File: src/ffcs_pkg.sv
// ----------------------------------------------------------------------------
// ffcs_pkg
// Shared types and constants for the first-fit conflict stacking block.
// ----------------------------------------------------------------------------
package ffcs_pkg;

    // Default sizing, handed to the top-level parameters
    localparam int MAX_BOXES_DFLT = 256;
    localparam int DIM_BITS_DFLT  = 16;

    // Fixed port widths
    localparam int IN_DIM_W    = 16;
    localparam int STACK_IDX_W = 8;
    localparam int STACK_CNT_W = 9;

    // Box store access command
    typedef struct packed {
        logic rd;
        logic wr;
    } t_box_cmd;

    // Stack mark store access command
    typedef struct packed {
        logic rd;      // read mark, result checked on the registered read data
        logic wr;      // write wr_bit at the address
        logic wr_bit;
        logic init;    // restart the first-free search
    } t_mark_cmd;

endpackage

File: src/ffcs_mark_mem.sv
// ----------------------------------------------------------------------------
// ffcs_mark_mem
// One mark bit per stack, plus the lowest-unmarked search over the
// registered read data.
// ----------------------------------------------------------------------------
module ffcs_mark_mem
    import ffcs_pkg::*;
#(
    parameter int DEPTH = MAX_BOXES_DFLT,
    parameter int AW    = $clog2(MAX_BOXES_DFLT)
) (
    input  logic          i_clk,
    input  logic          i_rst_n,
    input  t_mark_cmd     i_cmd,
    input  logic [AW-1:0] i_addr,
    output logic          o_found,
    output logic [AW-1:0] o_sel
);

    logic          mem [DEPTH];
    logic          r_q;
    logic          r_mvld;
    logic [AW-1:0] r_maddr;
    logic          r_found;
    logic [AW-1:0] r_sel;

    // Memory: read returns the value before a same-cycle write
    always_ff @(posedge i_clk) begin
        if (i_cmd.wr) begin
            mem[i_addr] <= i_cmd.wr_bit;
        end
        if (i_cmd.rd) begin
            r_q <= mem[i_addr];
        end
        r_maddr <= i_addr;
    end

    // First-free tracking
    always_ff @(posedge i_clk) begin
        if (!i_rst_n) begin
            r_mvld  <= 1'b0;
            r_found <= 1'b0;
        end else begin
            r_mvld <= i_cmd.rd;
            if (i_cmd.init) begin
                r_found <= 1'b0;
            end else if (r_mvld && !r_q && !r_found) begin
                r_found <= 1'b1;
                r_sel   <= r_maddr;
            end
        end
    end

    assign o_found = r_found || (r_mvld && !r_q);
    assign o_sel   = r_found ? r_sel : r_maddr;

endmodule

File: config.mk
export PLATFORM = sky130hd
export DESIGN_NAME = ffcs_mark_mem
export DESIGN_NICKNAME = d
export VERILOG_FILES = /design/src/ffcs_pkg.sv /design/src/ffcs_mark_mem.sv
export SDC_FILE = /design/constraint.sdc
export NUM_CORES = 1
export LEC_CHECK = 0
export BUFFER_PORTS_ARGS = -buffer_cell sky130_fd_sc_hd__buf_2
export CAP_MARGIN = 40
export CORE_UTILIZATION = 25
export CTS_BUF_LIST = sky130_fd_sc_hd__clkbuf_16
export DETAILED_ROUTE_END_ITERATION = 10
export PLACE_DENSITY = 0.49
export SLEW_MARGIN = 20
export SYNTH_ARGS = -nofsm -noshare
export SYNTH_HDL_FRONTEND = slang
export SYNTH_SLANG_ARGS = --single-unit
File: constraint.sdc
create_clock -name i_clk -period 3.65 [get_ports i_clk]
set_input_delay 1.095 -clock i_clk [delete_from_list [all_inputs] [get_ports i_clk]]
set_output_delay 1.095 -clock i_clk [all_outputs]
set_load 0.05 [all_outputs]
==> insert_results.sql <==
INSERT INTO impl_metrics (metric_group, metric, value, unit) VALUES
('global_route', 'grt_pass1_vias', '6883', ''),
('power', 'ir_drop', '0.3726', 'mV'),
('synth', 'postSynthAreaPerCell', '14.73', 'um2'),
('route', 'routed-via-count', '6895', ''),
('sta', 'period_minus_slack', '2.867', 'ns'),
('final_layout', 'most_common_cell_after_layout_fill_and_taps_aside', 'sky130_fd_sc_hd__edfxtp_1', ''),
('floorplan', 'start_util', '0.2526', ''),
('route', 'initialDrtViolationCount', '569', ''),
('global_route', 'grt_antenna_before_repair', '0', ''),
('route', 'detail-route-antenna-nets', '0', ''),
('global_route', 'global_route_wire_length_before_repair', '44330', 'um'),
('sta', 'unrepaired_setup_endpoints_after_global_routing', 'no', ''),
('outcome', 'status', 'complete, no violations', ''),
('synth', 'ys.flop_type', 'sky130_fd_sc_hd__edfxtp_1', ''),
('sta', 'fin_tns_setup', '0', 'ns'),
('worst_setup_path', 'worst-r2r-setup-slack', '1.60', 'ns'),
('hold_path', 'hold-path-cell-count', '0', ''),
('final_layout', 'diodes_inserted', '0', ''),
('sta', 'timing.max_slew.rel_slack', '0.5351', ''),
('sta', 'layout_worst_path_cycle_share', '0.7855', ''),
('route', 'totalWireLength', '29510', 'um'),
('worst_setup_path', 'cp_slowest_stage_delay', '0.52', 'ns'),
('global_route', 'pin_count_of_the_biggest_net_entering_global_routing', '99', ''),
('clocking', 'ctsRootBufferMaster', 'sky130_fd_sc_hd__clkbuf_16', ''),
('sta', 'final_setup_viols', '0', ''),
('worst_setup_path', 'crit_end_category', 'flop', ''),
('final_layout', 'layout.cells.most_common_list', 'sky130_fd_sc_hd__edfxtp_1, sky130_fd_sc_hd__nor2_1, sky130_fd_sc_hd__mux4_2', ''),
('worst_setup_path', 'crit-reg2reg-capture', 'r_q', ''),
('synth', 'ys_ff_latch', '275', ''),
('route', 'wl_per_cell', '20.00', 'um'),
('power', 'power.static_leakage', '4.196', 'nW'),
('floorplan', 'design.die.area', '47820', 'um2'),
('route', 'detail_route.drc_violations', '0', ''),
('synth', 'synth_cell_types', '27', ''),
('sta', 'max_slew.worst_pin.slew', '0.6956', 'ns'),
('placement', 'globalplace.congestion', '0.7716', ''),
('worst_setup_path', 'reg2reg_depth', '6', ''),
('synth', 'syn-instance-count', '797', ''),
('power', 'power_density', '487.1', 'nW/um2'),
('worst_setup_path', 'critPathMaxFanout', '26', ''),
('power', 'clock_power_share', '0.419', ''),
('placement', 'post_dp_cell_area', '12850', 'um2'),
('sta', 'worst_clock_skew', '0.01669', 'ns'),
('route', 'vias_per_cell', '4.675', ''),
('power', 'power.share.sequential', '0.519', ''),
('clocking', 'tritoncts_num_sinks', '275', ''),
('hold_path', 'holdCritPathClass', 'flop to flop', ''),
('worst_setup_path', 'worstSetupStartpointType', 'primary input', ''),
('final_layout', 'postLayoutCellArea', '13750', 'um2'),
('route', 'drt-pass1-iter-count', '5', ''),
('worst_setup_path', 'crit_chain', 'buf_4 > buf_12 > mux4_2 > a22oi_1 > nand2_1 > a22o_1 > o21ai_1 > nand4_1', ''),
('placement', 'port_buffers', '22', ''),
('power', 'share_comb_of_total_power', '0.062', ''),
('clocking', 'post_cts_resize_count', '0', ''),
('global_route', 'global_route.usage.total', '0.1232', ''),
('synth', 'ys_async_sr_fraction', '0', ''),
('clocking', 'maximum_number_of_buffers_from_clock_root_to_sink', '3', ''),
('floorplan', 'die_y', '218.7', 'um'),
('synth', 'number_of_synthesized_flops_with_an_enable_pin', '265', ''),
('placement', 'place.detailed.hpwl', '17980', 'um'),
('worst_setup_path', 'timing.setup.critical_path_class', 'primary input to flop', ''),
('synth', 'synth.yosys.seq_area_share', '0.6951', ''),
('final_layout', 'num-nets-final', '859', ''),
('clocking', 'worst_path_clk_slew', '0.06', 'ns'),
('clocking', 'number_of_hold_repair_buffers_added_at_the_cts_stage', '0', ''),
('synth', 'ys.warnings.count', '0', ''),
('worst_setup_path', 'worstReg2RegStart', 'mem[139]', ''),
('global_route', 'grt_remaining_overflow', '0', ''),
('power', 'power.internal', '5.206', 'mW'),
('floorplan', 'io_pins', '23', ''),
('synth', 'mappedNetlistNets', '811', '');
==> per-stage QoR <==
step | std cells | worst slack (ns) | hold WS, ns | utilization
2_1_floorplan | 797 | 0.7811 | 0.4044 | -
3_3_place_gp | 1420 | 0.1697 | 0.4075 | 0.2766
3_5_place_dp | 1420 | 0.1695 | 0.4182 | 0.2766
4_1_cts | 1475 | 0.7238 | 0.4290 | 0.2960
5_1_grt | 1475 | 0.6394 | 0.4423 | 0.2960
6_report | 1475 | 0.7829 | 0.4238 | 0.2960
==> worst max-delay path, delay by kind of cell <==
kind	cells	cell delay [ns]
AO/OA/AOI/OAI	3	0.75
buffers and inverters	2	0.56
multiplexers	1	0.52
AND/OR/NAND/NOR	2	0.21
==> sequential cells by signal, indices dropped and copies added, names as in the netlist <==
register  flops
r_q           1
r_maddr       8
r_sel         8
mem         256
r_mvld        1
r_found       1
==> synth_stat cells, types with 2 or more instances <==
library cell	n	area (um2)
sky130_fd_sc_hd__nor2b_1	8	50.05
sky130_fd_sc_hd__nor2_1	237	889.6
sky130_fd_sc_hd__buf_1	5	18.77
sky130_fd_sc_hd__nand2b_1	7	43.79
sky130_fd_sc_hd__mux2_2	8	90.09
sky130_fd_sc_hd__a22oi_1	32	240.2
sky130_fd_sc_hd__edfxtp_1	265	7958
sky130_fd_sc_hd__clkbuf_1	50	187.7
sky130_fd_sc_hd__nand2_1	38	142.6
sky130_fd_sc_hd__mux4_2	58	1306
sky130_fd_sc_hd__a22o_1	8	70.07
sky130_fd_sc_hd__buf_2	3	15.01
sky130_fd_sc_hd__dfxtp_1	10	200.2
sky130_fd_sc_hd__mux4_1	6	157.7
sky130_fd_sc_hd__nand3_1	13	65.06
sky130_fd_sc_hd__nor3_1	25	125.1
sky130_fd_sc_hd__nand4_1	4	25.02
sky130_fd_sc_hd__buf_6	5	56.30
sky130_fd_sc_hd__o21ai_1	3	15.01
sky130_fd_sc_hd__or3_1	4	25.02
sky130_fd_sc_hd__and2_1	2	12.51
==> layout make-up <==
cell class                      count  area [um2]
Clock inverter                     24       127.6
Sequential cell                   275        8158
Clock buffer                       31       775.7
Timing Repair Buffer               80       631.9
Fill cell                        4687       32700
Inverter                            1       3.754
Multi-Input combinational cell    457        3297
Tap cell                          607       759.5
==> kinds of logic after synthesis <==
group | after synthesis | synth area share
AND/OR/NAND/NOR | 341 | 0.1191
flip-flops | 275 | 0.6951
multiplexers | 72 | 0.1324
buffers and inverters | 65 | 0.02463
AO/OA/AOI/OAI | 44 | 0.02878
==> layer usage <==
| metal | wire [um] | GRT usage | part of all wire | vias to the layer above |
|---|---|---|---|---|
| li1 | - | - | - | 3070 |
| met1 | 13430 | 0.1703 | 0.45 | 3638 |
| met2 | 14070 | 0.2039 | 0.48 | 153 |
| met3 | 1478 | 0.01949 | 0.050 | 34 |
| met4 | 532 | 0.02431 | 0.018 | 0 |
| met5 | 0 | 0 | 0 | - |
==> power groups by stage <==
stage | registers (mW) | clock network, mW | logic, mW
after floorplan | 3.54 | 0 | 0.237
after global placement | 3.54 | 0 | 0.417
after detailed placement | 3.55 | 0 | 0.419
after CTS | 3.48 | 2.88 | 0.421
after global routing | 3.48 | 3.00 | 0.445
final | 3.48 | 2.81 | 0.413
==> worst max path at each step <==
stage               from  slack [ns]  endpoint
2_1_floorplan  i_addr[1]        0.78       r_q
6_report       i_addr[0]        0.78       r_q
3_3_place_gp   i_addr[0]        0.17       r_q
5_1_grt        i_addr[0]        0.64       r_q
4_1_cts          r_found        0.72  o_sel[1]
3_5_place_dp   i_addr[0]        0.17       r_q
No activity file was read; power rests on OpenSTA's default activity.
